File: config.mk
export PLATFORM = sky130hd
export DESIGN_NAME = k_way_merge_engine_core
export DESIGN_NICKNAME = d
export VERILOG_FILES = /design/src/kwm_pkg.sv /design/src/kwm_min_search.sv /design/src/k_way_merge_engine_core.sv
export SDC_FILE = /design/constraint.sdc
export NUM_CORES = 1
export LEC_CHECK = 0
export BUFFER_PORTS_ARGS = -buffer_cell sky130_fd_sc_hd__buf_2
export CAP_MARGIN = 20
export CORE_ASPECT_RATIO = 0.8
export CORE_MARGIN = 2
export CORE_UTILIZATION = 39
export CTS_CLUSTER_SIZE = 30
export DETAILED_ROUTE_END_ITERATION = 16
export GPL_TIMING_DRIVEN = 0
export SLEW_MARGIN = 15
export SYNTH_ARGS = -nofsm -noshare
export SYNTH_HDL_FRONTEND = slang
export SYNTH_SLANG_ARGS = --single-unit
File: constraint.sdc
create_clock -name i_clk -period 7.3 [get_ports i_clk]
set_clock_uncertainty 0.15 [all_clocks]
set_input_delay 0.365 -clock i_clk [delete_from_list [all_inputs] [get_ports i_clk]]
set_output_delay 0.365 -clock i_clk [all_outputs]
set_load 0.01 [all_outputs]
File: src/kwm_pkg.sv
// Shared constants and control/status types for the k-way merge engine.
`default_nettype none
package kwm_pkg;

    localparam int DATA_W    = 32;
    localparam int SRC_W     = 3;
    localparam int CFG_W     = 4;
    localparam int DIG_W     = 4;
    localparam int NUM_DIG   = DATA_W / DIG_W;
    localparam int DCNT_W    = $clog2(NUM_DIG);
    localparam int NUM_RESET = 8;

    // Control from the merge sequencer to the head store / min search.
    typedef struct packed {
        logic start;
        logic wr_en;
    } t_search_ctl;

    // Status back from the min search.
    typedef struct packed {
        logic busy;
        logic found;
    } t_search_stat;

endpackage
`default_nettype wire

File: src/kwm_min_search.sv
// Head registers and digit-serial minimum search over the live heads.
`default_nettype none
module kwm_min_search import kwm_pkg::*; #(
    parameter int MAX_SOURCES = 8
) (
    input  wire logic                           i_clk,
    input  wire logic                           i_rst_n,
    input  wire t_search_ctl                    i_ctl,
    input  wire logic [$clog2(MAX_SOURCES)-1:0] i_wr_idx,
    input  wire logic [DATA_W-1:0]              i_wr_value,
    input  wire logic [MAX_SOURCES-1:0]         i_live,
    output t_search_stat                        o_stat,
    output logic [$clog2(MAX_SOURCES)-1:0]      o_best_idx,
    output logic [DATA_W-1:0]                   o_best_value
);

    localparam int IDX_W = $clog2(MAX_SOURCES);

    logic [DATA_W-1:0]      r_head [MAX_SOURCES];
    logic [MAX_SOURCES-1:0] r_cand;
    logic [MAX_SOURCES-1:0] n_cand;
    logic [DCNT_W-1:0]      r_dcnt;
    logic                   r_busy;
    logic [IDX_W-1:0]       w_best;

    // Heads rotate one digit per search cycle; after a full search of all digits they are back home.
    always_ff @(posedge i_clk) begin
        if (i_ctl.wr_en && !r_busy) begin
            r_head[i_wr_idx] <= i_wr_value;
        end else if (r_busy) begin
            for (int i = 0; i < MAX_SOURCES; i++) begin
                r_head[i] <= {r_head[i][DATA_W-DIG_W-1:0], r_head[i][DATA_W-1:DATA_W-DIG_W]};
            end
        end
    end

    // MSB-first elimination: drop candidates with a 1 where some candidate has a 0.
    always_comb begin
        logic [MAX_SOURCES-1:0] c;
        logic [MAX_SOURCES-1:0] z;
        logic                   bt;
        c = r_cand;
        z = '0;
        for (int b = DIG_W - 1; b >= 0; b--) begin
            for (int i = 0; i < MAX_SOURCES; i++) begin
                bt = r_head[i][DATA_W-DIG_W+b];
                // sign bit of the top digit: invert for two's complement order
                if (r_dcnt == '0 && b == DIG_W - 1) begin
                    bt = ~bt;
                end
                z[i] = c[i] & ~bt;
            end
            if (|z) begin
                c = z;
            end
        end
        n_cand = c;
    end

    always_ff @(posedge i_clk) begin
        if (!i_rst_n) begin
            r_busy <= 1'b0;
            r_cand <= '0;
            r_dcnt <= '0;
        end else if (r_busy) begin
            r_cand <= n_cand;
            r_dcnt <= r_dcnt + 1'b1;
            if (r_dcnt == DCNT_W'(NUM_DIG - 1)) begin
                r_busy <= 1'b0;
            end
        end else if (i_ctl.start) begin
            r_cand <= i_live;
            r_dcnt <= '0;
            r_busy <= 1'b1;
        end
    end

    // Ties: lowest index among survivors.
    always_comb begin
        w_best = '0;
        for (int i = MAX_SOURCES - 1; i >= 0; i--) begin
            if (r_cand[i]) begin
                w_best = IDX_W'(i);
            end
        end
    end

    assign o_best_idx   = w_best;
    assign o_best_value = r_head[w_best];
    assign o_stat.busy  = r_busy;
    assign o_stat.found = |r_cand;

    a_start_dcnt: assert property (@(posedge i_clk) disable iff (!i_rst_n)
        $rose(r_busy) |-> r_dcnt == '0)
        else $error("search started with nonzero digit count");

    a_cand_shrink: assert property (@(posedge i_clk) disable iff (!i_rst_n)
        r_busy |=> (r_cand & ~$past(r_cand)) == '0)
        else $error("candidate set grew during search");

    a_cand_nonempty: assert property (@(posedge i_clk) disable iff (!i_rst_n)
        (r_busy && r_cand != '0) |=> r_cand != '0)
        else $error("elimination emptied candidate set");

endmodule
`default_nettype wire

File: src/k_way_merge_engine_core.sv
// Top level of the k-way merge engine: fill/drain sequencer and result register.
`default_nettype none
// K-way merge engine. Up to num_sources (clamped to 1..MAX_SOURCES) ascending
// streams are merged into one ascending stream. After reset or any write of
// num_sources the block is in fill: each source sends one request carrying its
// head value or an exhausted mark; nothing comes out until all have answered.
// Then each result carries the smallest live head and its source, and the next
// request must refill that source (new value or exhausted). A request from a
// source beyond the count, a second answer in fill, or a wrong source while
// draining is dropped with an error result; the awaited source is unchanged.
// Equal heads go to the lower source index. When no head is live, a done
// result is given and the block returns to fill. A selection runs through
// accept, the search and the result load, which waits while the output
// register holds an untaken result. The min search looks at one 4-bit digit
// of all heads per cycle, MSB first, over DATA_W/4 digits. Input is not
// taken while a result waits in the output register unless it is being
// taken in the same cycle. num_sources must be written only while the block
// is idle; the block itself does not enforce this. A write restarts the merge.
module k_way_merge_engine_core import kwm_pkg::*; #(
    parameter int MAX_SOURCES = 8
) (
    input  wire logic                     i_clk,
    input  wire logic                     i_rst_n,
    input  wire logic                     i_cfg_wr_en,
    input  wire logic [CFG_W-1:0]         i_cfg_wr_data,
    input  wire logic                     i_in_valid,
    output logic                          o_in_ready,
    input  wire logic [SRC_W-1:0]         i_source,
    input  wire logic signed [DATA_W-1:0] i_value,
    input  wire logic                     i_exhausted,
    output logic                          o_out_valid,
    input  wire logic                     i_out_ready,
    output logic signed [DATA_W-1:0]      o_out_value,
    output logic [SRC_W-1:0]              o_out_source,
    output logic                          o_done_res,
    output logic                          o_error
);

    localparam int IDX_W = $clog2(MAX_SOURCES);
    localparam int CNT_W = $clog2(MAX_SOURCES + 1);
    localparam int CW    = (CNT_W > CFG_W) ? CNT_W : CFG_W;

    typedef enum logic {
        ST_IDLE,
        ST_SEARCH
    } t_state_e;

    t_state_e               r_state, n_state;
    logic [CFG_W-1:0]       r_num, n_num;
    logic [MAX_SOURCES-1:0] r_live, n_live;
    logic [MAX_SOURCES-1:0] r_ans, n_ans;
    logic                   r_filling, n_filling;
    logic [SRC_W-1:0]       r_await, n_await;
    logic                   r_out_valid, n_out_valid;
    logic [DATA_W-1:0]      r_out_value, n_out_value;
    logic [SRC_W-1:0]       r_out_source, n_out_source;
    logic                   r_done, n_done;
    logic                   r_err, n_err;

    logic [CW-1:0]          w_n;
    logic [MAX_SOURCES-1:0] w_act;
    logic [IDX_W-1:0]       w_idx;
    logic                   w_in_range;
    logic                   w_slot_free;
    logic                   w_accept;
    t_search_ctl            w_ctl;
    t_search_stat           w_stat;
    logic [IDX_W-1:0]       w_best_idx;
    logic [DATA_W-1:0]      w_best_value;

    // Effective source count: 0 acts as 1, above MAX_SOURCES clamps.
    always_comb begin
        if (r_num == '0) begin
            w_n = CW'(1);
        end else if (CW'(r_num) > CW'(MAX_SOURCES)) begin
            w_n = CW'(MAX_SOURCES);
        end else begin
            w_n = CW'(r_num);
        end
        for (int i = 0; i < MAX_SOURCES; i++) begin
            w_act[i] = CW'(i) < w_n;
        end
    end

    assign w_in_range  = CW'(i_source) < w_n;
    assign w_idx       = IDX_W'(i_source);
    assign w_slot_free = !r_out_valid || i_out_ready;
    assign o_in_ready  = (r_state == ST_IDLE) && w_slot_free;
    assign w_accept    = i_in_valid && o_in_ready;

    kwm_min_search #(
        .MAX_SOURCES(MAX_SOURCES)
    ) u_search (
        .i_clk       (i_clk),
        .i_rst_n     (i_rst_n),
        .i_ctl       (w_ctl),
        .i_wr_idx    (w_idx),
        .i_wr_value  (i_value),
        .i_live      (n_live & w_act),
        .o_stat      (w_stat),
        .o_best_idx  (w_best_idx),
        .o_best_value(w_best_value)
    );

    always_comb begin
        n_state      = r_state;
        n_num        = r_num;
        n_live       = r_live;
        n_ans        = r_ans;
        n_filling    = r_filling;
        n_await      = r_await;
        n_out_valid  = r_out_valid;
        n_out_value  = r_out_value;
        n_out_source = r_out_source;
        n_done       = r_done;
        n_err        = r_err;
        w_ctl        = '0;

        if (r_out_valid && i_out_ready) begin
            n_out_valid = 1'b0;
        end

        case (r_state)
            ST_IDLE: begin
                if (w_accept) begin
                    if (!w_in_range
                        || (r_filling && r_ans[w_idx])
                        || (!r_filling && i_source != r_await)) begin
                        // dropped request
                        n_out_valid  = 1'b1;
                        n_out_value  = '0;
                        n_out_source = '0;
                        n_done       = 1'b0;
                        n_err        = 1'b1;
                    end else begin
                        if (i_exhausted) begin
                            n_live[w_idx] = 1'b0;
                        end else begin
                            n_live[w_idx] = 1'b1;
                            w_ctl.wr_en   = 1'b1;
                        end
                        if (r_filling) begin
                            n_ans[w_idx] = 1'b1;
                        end
                        if (!r_filling || ((n_ans & w_act) == w_act)) begin
                            w_ctl.start = 1'b1;
                            n_state     = ST_SEARCH;
                        end
                    end
                end
            end
            ST_SEARCH: begin
                if (!w_stat.busy && w_slot_free) begin
                    n_state     = ST_IDLE;
                    n_out_valid = 1'b1;
                    n_err       = 1'b0;
                    if (w_stat.found) begin
                        n_out_value  = w_best_value;
                        n_out_source = SRC_W'(w_best_idx);
                        n_done       = 1'b0;
                        n_filling    = 1'b0;
                        n_await      = SRC_W'(w_best_idx);
                    end else begin
                        // all exhausted: done, back to fill
                        n_out_value  = '0;
                        n_out_source = '0;
                        n_done       = 1'b1;
                        n_live       = '0;
                        n_ans        = '0;
                        n_filling    = 1'b1;
                        n_await      = '0;
                    end
                end
            end
            default: begin
                n_state = ST_IDLE;
            end
        endcase

        // config write restarts the merge
        if (i_cfg_wr_en) begin
            n_num     = i_cfg_wr_data;
            n_live    = '0;
            n_ans     = '0;
            n_filling = 1'b1;
            n_await   = '0;
        end
    end

    always_ff @(posedge i_clk) begin
        if (!i_rst_n) begin
            r_state     <= ST_IDLE;
            r_num       <= CFG_W'(NUM_RESET);
            r_live      <= '0;
            r_ans       <= '0;
            r_filling   <= 1'b1;
            r_await     <= '0;
            r_out_valid <= 1'b0;
        end else begin
            r_state     <= n_state;
            r_num       <= n_num;
            r_live      <= n_live;
            r_ans       <= n_ans;
            r_filling   <= n_filling;
            r_await     <= n_await;
            r_out_valid <= n_out_valid;
        end
        r_out_value  <= n_out_value;
        r_out_source <= n_out_source;
        r_done       <= n_done;
        r_err        <= n_err;
    end

    assign o_out_valid  = r_out_valid;
    assign o_out_value  = r_out_value;
    assign o_out_source = r_out_source;
    assign o_done_res   = r_done;
    assign o_error      = r_err;

    a_no_accept_in_search: assert property (@(posedge i_clk) disable iff (!i_rst_n)
        (r_state == ST_SEARCH) |-> !o_in_ready)
        else $error("request accepted during search");

    a_search_started: assert property (@(posedge i_clk) disable iff (!i_rst_n)
        $rose(w_stat.busy) |-> r_state == ST_SEARCH)
        else $error("search running outside search state");

    a_done_restarts: assert property (@(posedge i_clk) disable iff (!i_rst_n)
        (o_out_valid && o_done_res) |-> (r_filling && r_live == '0))
        else $error("done result without restart to fill");

endmodule
`default_nettype wire

==> results of run 1 <==
-- logic make-up (layout without fill, tap and decap cells) --
| group | Yosys count | after routing | synth area share [%] |
|---|---|---|---|
| adder cells (fa/ha/maj) | 5 | 5 | 0.3882 |
| multiplexers | 9 | 9 | 0.5823 |
| AO/OA/AOI/OAI | 207 | 207 | 9.231 |
| buffers and inverters | 130 | 290 | 3.299 |
| AND/OR/NAND/NOR | 1059 | 1059 | 26.47 |
| XOR/XNOR | 11 | 11 | 0.7143 |
| flip-flops | 331 | 331 | 59.31 |
-- cells in the mapped netlist (3+ instances only) --
cell / instances / share of area [%]
a31oi_1: 36 / 1.4
nand2b_1: 3 / 0.12
mux2i_1: 6 / 0.37
buf_6: 5 / 0.35
a221o_1: 3 / 0.19
and2_1: 7 / 0.27
nor3_1: 8 / 0.25
or3_1: 4 / 0.16
a21o_1: 10 / 0.47
mux2_2: 3 / 0.21
nand3_1: 77 / 2.4
o31ai_2: 6 / 0.47
xor2_1: 3 / 0.16
edfxtp_1: 293 / 55
ha_1: 5 / 0.39
o21ai_1: 5 / 0.16
a221oi_1: 3 / 0.16
nand2_1: 825 / 19
buf_1: 16 / 0.37
inv_1: 17 / 0.40
o31ai_1: 5 / 0.23
clkbuf_1: 86 / 2.0
a311oi_1: 33 / 1.8
a21boi_1: 4 / 0.19
buf_2: 4 / 0.12
nor2b_1: 5 / 0.19
dfxtp_1: 38 / 4.7
a21oi_1: 33 / 1.0
or2_2: 3 / 0.12
a22oi_1: 5 / 0.23
nor4_1: 4 / 0.16
a211o_1: 12 / 0.65
o21ai_0: 18 / 0.56
nor2_1: 82 / 1.9
o22ai_1: 7 / 0.27
a211oi_1: 7 / 0.33
o211ai_1: 5 / 0.23
xnor2_1: 7 / 0.38
and3_1: 32 / 1.2
-- state kept, by name, summed over array words and instances (netlist names) --
| signal | count |
|---|---|
| u_search.r_dcnt | 3 |
| o_out_value | 32 |
| o_error | 1 |
| r_ans | 8 |
| r_state | 1 |
| u_search.r_busy | 1 |
| o_out_source | 3 |
| r_live | 8 |
| u_search.r_cand | 8 |
| u_search.r_head | 256 |
| r_num | 4 |
| r_await | 3 |
| r_filling | 1 |
| o_done_res | 1 |
| o_out_valid | 1 |
-- layout make-up --
type                            count  area [um^2]
Clock inverter                     15        153.9
Clock buffer                       48         1010
Sequential cell                   331         9559
Timing Repair Buffer               97        686.9
Buffer                            112        464.2
Inverter                           18        67.56
Multi-Input combinational cell   1291         6068
Tap cell                          544        680.7
Fill cell                        3925        22020
-- power breakdown --
| part | switching (mW) | internal, mW |
|---|---|---|
| clock network | 0.779 | 1.08 |
| registers | 0.0153 | 2.09 |
| logic | 0.121 | 0.0524 |
-- path summary, 6_finish.rpt --
path / from / endpoint / slack, ps / cells after the start
worst min-delay path: i_rst_n / r_live[7] / 40 / 2
worst max register to register: u_search.r_dcnt[0] / u_search.r_cand[3] / 2600 / 19
worst max-delay path: u_search.r_dcnt[0] / u_search.r_cand[3] / 2600 / 19
worst min register to register: u_search.r_dcnt[0] / u_search.r_dcnt[0] / 350 / 2
-- metrics by stage --
| step | cell area (um^2) | worst slack (ps) | std cells | utilization (%) |
|---|---|---|---|---|
| floorplan | 16120 | 2315 | 1752 | - |
| global placement | 17200 | -758.9 | 2377 | 42.26 |
| detailed placement | 17480 | 2651 | 2388 | 42.93 |
| CTS | 18690 | 2623 | 2456 | 45.91 |
| global route | 18690 | 2380 | 2456 | 45.91 |
| finish | 18690 | 2599 | 2456 | 45.91 |
-- metal layers --
layer	wire length, um	global-route usage [%]	vias up
met5	0	0	-
met4	1784	9.032	0
met3	6849	7.077	117
met2	25560	41.28	860
met1	26530	40.57	6931
li1	-	-	6289
-- cell usage in the layout (no fill, tap or decap), types with 6 or more instances in the layout --
cell	n
nand2_1	818
o22ai_1	7
a21o_1	10
clkbuf_16	39
dfxtp_1	38
o21ai_0	17
nor2_1	82
buf_6	6
a21oi_1	33
and3_1	32
buf_1	16
a211o_1	12
xnor2_1	7
a211oi_1	7
mux2i_1	6
a31oi_1	36
nand3_1	77
a311oi_1	33
o31ai_2	6
buf_2	85
and2_1	7
clkinv_1	6
clkbuf_1	95
inv_1	17
nand2_2	8
nor3_1	8
edfxtp_1	293
-- critical path, cell delays in order, from the launching register on --
cell and delay, ps:
dfxtp_1 360, inv_1 70, ha_1 190, nor2b_4 140, buf_6 160, xnor2_4 150
a222oi_1 120, and2_1 180, buf_6 130, o21ai_1 310, o2111a_1 210, or3b_1 330
buf_2 160, a211o_1 350, o2111a_2 300, a21boi_1 250, o22ai_1 150, or4_1 500
buf_6 160, o31ai_2 220
-- what timing repair did --
action | in CTS | in global routing
hold endpoints to repair | 5 | 0
setup buffers | 0 | 0
hold buffers | 5 | 0
==> metrics, run 1 <==
relative slew slack=approximately 32%; H-tree levels=2; ys flop type=edfxtp_1; CTS tree=built; Initial Util=between 30 and 40%; grt ovf=0; Routability Congestion=approximately 1; largest net degree at the start of global routing=26; Arr. time, crit path=roughly 5000 ps; core area=40710 um^2; RSZ-0062 raised after global routing=false; Wirelength per Cell=around 25 um; Worst Path Required=between 7000 and 8000 ps; Worst Setup End Kind=flip-flop; DIE HEIGHT=~190 um; post-synthesis net count=between 1500 and 2000; CTS Buffer Depth=3; CTS Sinks=between 300 and 400; CP Max Fanout=10; status=finished, final reports clean; Final Hold Vio Count=0; Hold Slack=about 43 ps; Detailed Place HPWL=roughly 44 mm; peak supply drop=~0.00016 V; Pleak=approximately 7.0 nW; Final min period=roughly 4700 ps; achievable frequency=212.7 MHz; wirelength, routed=approximately 60 mm; Pins Over Slew Limit=0; Tot GR Track Use=~28%; total vias in the final route=14197; power per cell area=roughly 220 nW/um^2; first-pass GRT wire length=around 88 mm; Setup Crit Path Kind=reg2reg; Worst-Margin Slew=approximately 1000 ps; Post-Synthesis Cells=about 1800; Hold Crit Class=in2reg; Critical Path Source Type=flip-flop; Final Setup Violations=0; vias per cell=5.781; # diodes=0; Final Power=4.134 mW; final period utilization=between 60% and 70%; Clk pin slew, worst setup/hold paths=approximately 60 ps; number of remaining DRC errors=0; Syn Area/Cell=between 9 and 10 um^2; library cells used by synthesis=62; Die Area=between 40000 and 50000 um^2; Yosys reg bits=around 330; CTS resizes=0; max cap viols=0; Async SR Flop Fraction=0%; setup TNS=0 ps; ANT nets after route=0; initial antenna violation count=0; FP Rows=66; DR iter-0 viols=just under 2000; vias in the first global route=around 14000; sequential area share after synthesis=slightly below 60%; first-pass iteration count of the detailed router=6; CTS Buf Count=37; io pins=84; Port Buffers=81; Nets=around 1900; layout cell share with drive strength beyond 1=~9%; root buffer cell=clkbuf_16; EDFF count, synth=about 290; synthesized area=16120 um^2; Clk Latency, worst-skew pair=between 500 and 600 ps; die width=approximately 230 um; Area Growth Syn to Fin=15.97%; Synthesis Warnings=0
No activity file was read; power rests on OpenSTA's default activity.
==> run 2, diff against run 1 <==
==> constraint.sdc (replaced) <==
create_clock -name i_clk -period 4.65 [get_ports i_clk]
set_clock_uncertainty 0.15 [all_clocks]
set_input_delay 0.2325 -clock i_clk [delete_from_list [all_inputs] [get_ports i_clk]]
set_output_delay 0.2325 -clock i_clk [all_outputs]
set_load 0.01 [all_outputs]
==> run 2 against run 1 <==
Net effect:
- combinational power rose by 63%
- register-to-register slack got worse by 2500 ps
- clock power rose by 54%
- count of clock-buffer cells in the layout fell by 4
- die area did not move
- power rose by 56%
- routed wire length rose by 0.56%
- sequential share of layout area fell by 0.86 points
- sequential power rose by 57%
- via count rose by 0.30%
- first-iteration DRC count fell by 0.10%
- highest routed layer unchanged
- non-clock buffer count rose by 28
==> metrics, run 2 (synthesis gave the netlist of run 1 again) <==
most common cell after layout, fill and taps aside=nand2_1; Wirelength per Cell=24.60 um; Final min period=~4500 ps; status=finished, final reports clean; Clk pin slew, worst setup/hold paths=70 ps; vias per cell=about 5.7; CTS Buf Count=37; layout cell share with drive strength beyond 1=a little over a tenth; Placed Cells=around 2400; io pins=84; H-tree levels=2; CP Max Fanout=8; Worst-Margin Slew=between 900 and 1000 ps; worst r2r src=u_search.r_dcnt[0]; Pins Over Slew Limit=0; Clk Latency, worst-skew pair=550 ps; root buffer cell=clkbuf_16; Min-Delay Endpoint=u_search.r_head[4][9]; first-pass iteration count of the detailed router=6; initial antenna violation count=0; most frequent cells in the layout=818 x nand2_1, 293 x edfxtp_1, 93 x clkbuf_1; CTS Buffer Depth=3; Hold Crit Class=in2reg; first-pass GRT wire length=about 88 mm; setup TNS=0 ps; die width=around 230 um; core area=slightly above 40000 um^2; total vias in the final route=approximately 14000; cell internal pwr=between 4 and 5 mW; Pleak=between 7 and 8 nW; Post-Layout Inst Area=roughly 19000 um^2; Worst Path Required=between 4000 and 5000 ps; Tot GR Track Use=28.28%; largest net degree at the start of global routing=25; vias in the first global route=~13000; peak supply drop=between 0.0002 and 0.0003 V; sequential power share=about half; grt ovf=0; Largest register FFs=256; max cap viols=0; wirelength, routed=61.07 mm; DR iter-0 viols=~1900; clock share of power=44.4%; Most flops, register=u_search.r_head; Critical Path Source Type=flip-flop; ANT nets after route=0; Nets=1966; FP Rows=66; hold depth=3; Routability Congestion=0.9970; Final Power=roughly 6.4 mW; switching pwr=~1.4 mW; Finished Layout Cells=about 2500; DIE HEIGHT=~190 um; Die Area=around 43000 um^2; Port Buffers=81; Area Growth Syn to Fin=17.98%; sw frac=approximately 22%; Final Setup Violations=0; R2R setup slack=about 100 ps; power per cell area=between 300 and 400 nW/um^2; Setup Crit Path Kind=reg2reg; number of remaining DRC errors=0; Reg2Reg Capture Point=u_search.r_cand[3]; # diodes=0; relative slew slack=between 30% and 40%; Final Hold Vio Count=0; Worst Setup End Kind=flip-flop; worst-case reg-to-reg path depth=20; achievable frequency=between 200 and 250 MHz; final period utilization=between 90% and 100%; Arr. time, crit path=between 4000 and 5000 ps; min-delay src=i_value[9]; Detailed Place HPWL=between 40 and 50 mm; Post-DP Area=about 17000 um^2; CTS tree=built; CTS Sinks=331; Logic pwr share=under 10%; final design utilization=between 40% and 50%; Initial Util=between 30% and 40%
## run 2: cell types whose count changed in the layout (fill, tap and decap cells not counted), sizes merged
cell         delta
dlygate4sd3    +14
buf            +13
clkbuf          -3
inv             +2
clkinv          +1
## run 2: per-stage QoR
step	hold WS [ps]	worst slack, ps
2_1_floorplan	204.2	73.99
3_3_place_gp	305.5	-2997
3_5_place_dp	308.9	-43.13
4_1_cts	0.03747	6.749
5_1_grt	20.49	-23.65
6_report	12.87	100.0
## run 2: how the worst max path moves through the flow
stage,from,slack [ps],to
final,u_search.r_dcnt[0],100,u_search.r_cand[3]
after floorplan,r_num[3],70,o_done_res
after CTS,u_search.r_dcnt[0],7,u_search.r_cand[3]
after detailed placement,u_search.r_dcnt[0],-40,u_search.r_cand[3]
after global routing,u_search.r_dcnt[1],-20,u_search.r_cand[3]
after global placement,i_source[2],-3000,o_out_value[6]
## run 2: metal layers
metal | vias to the layer above | global-route usage (%) | part of all wire, %
met5 | - | 0 | 0
met4 | 0 | 8.310 | 2.8
met3 | 111 | 7.184 | 12
met2 | 850 | 41.08 | 42
met1 | 6927 | 41.39 | 43
li1 | 6352 | - | -
## run 2: cell type report
cell class,count,area [um^2]
plain buffers,112,470.5
clock buffers,44,952.2
clock inverters,18,173.9
fillers,3960,21700
inverters,18,67.56
multi-input cells,1291,6165
flip-flops and latches,331,9562
well taps,544,680.7
repair buffers,125,943.4
## run 2: repair_timing
item / 4_1_cts / 5_1_grt
pin swaps: 0 / 8
setup buffers: 0 / 12
setup endpoints to repair: 6 / 8
resized for setup: 3 / 22
cloned: 0 / 2
hold endpoints to repair: 40 / 0
hold buffers: 19 / 0
## run 2: critical path: stages, from the launching register on
cell	delay [ps]
dfxtp_2	340
inv_2	50
ha_2	160
nor2b_4	250
buf_8	160
xnor2_4	130
a222oi_1	130
and2_1	210
buf_6	150
o21ai_2	230
o22ai_1	110
or3b_1	350
buf_4	160
a211o_4	340
o2111a_2	310
nand2_2	100
buf_6	120
a31oi_1	80
or4_1	540
buf_6	170
o31ai_4	230
## run 2: power groups by stage
stage / clock [mW] / combinational, mW / sequential [mW]
finish: 2.86 / 0.282 / 3.30
global route: 2.98 / 0.310 / 3.30
CTS: 2.87 / 0.278 / 3.30
detailed placement: 0 / 0.264 / 3.36
global placement: 0 / 0.246 / 3.37
floorplan: 0 / 0.137 / 3.36
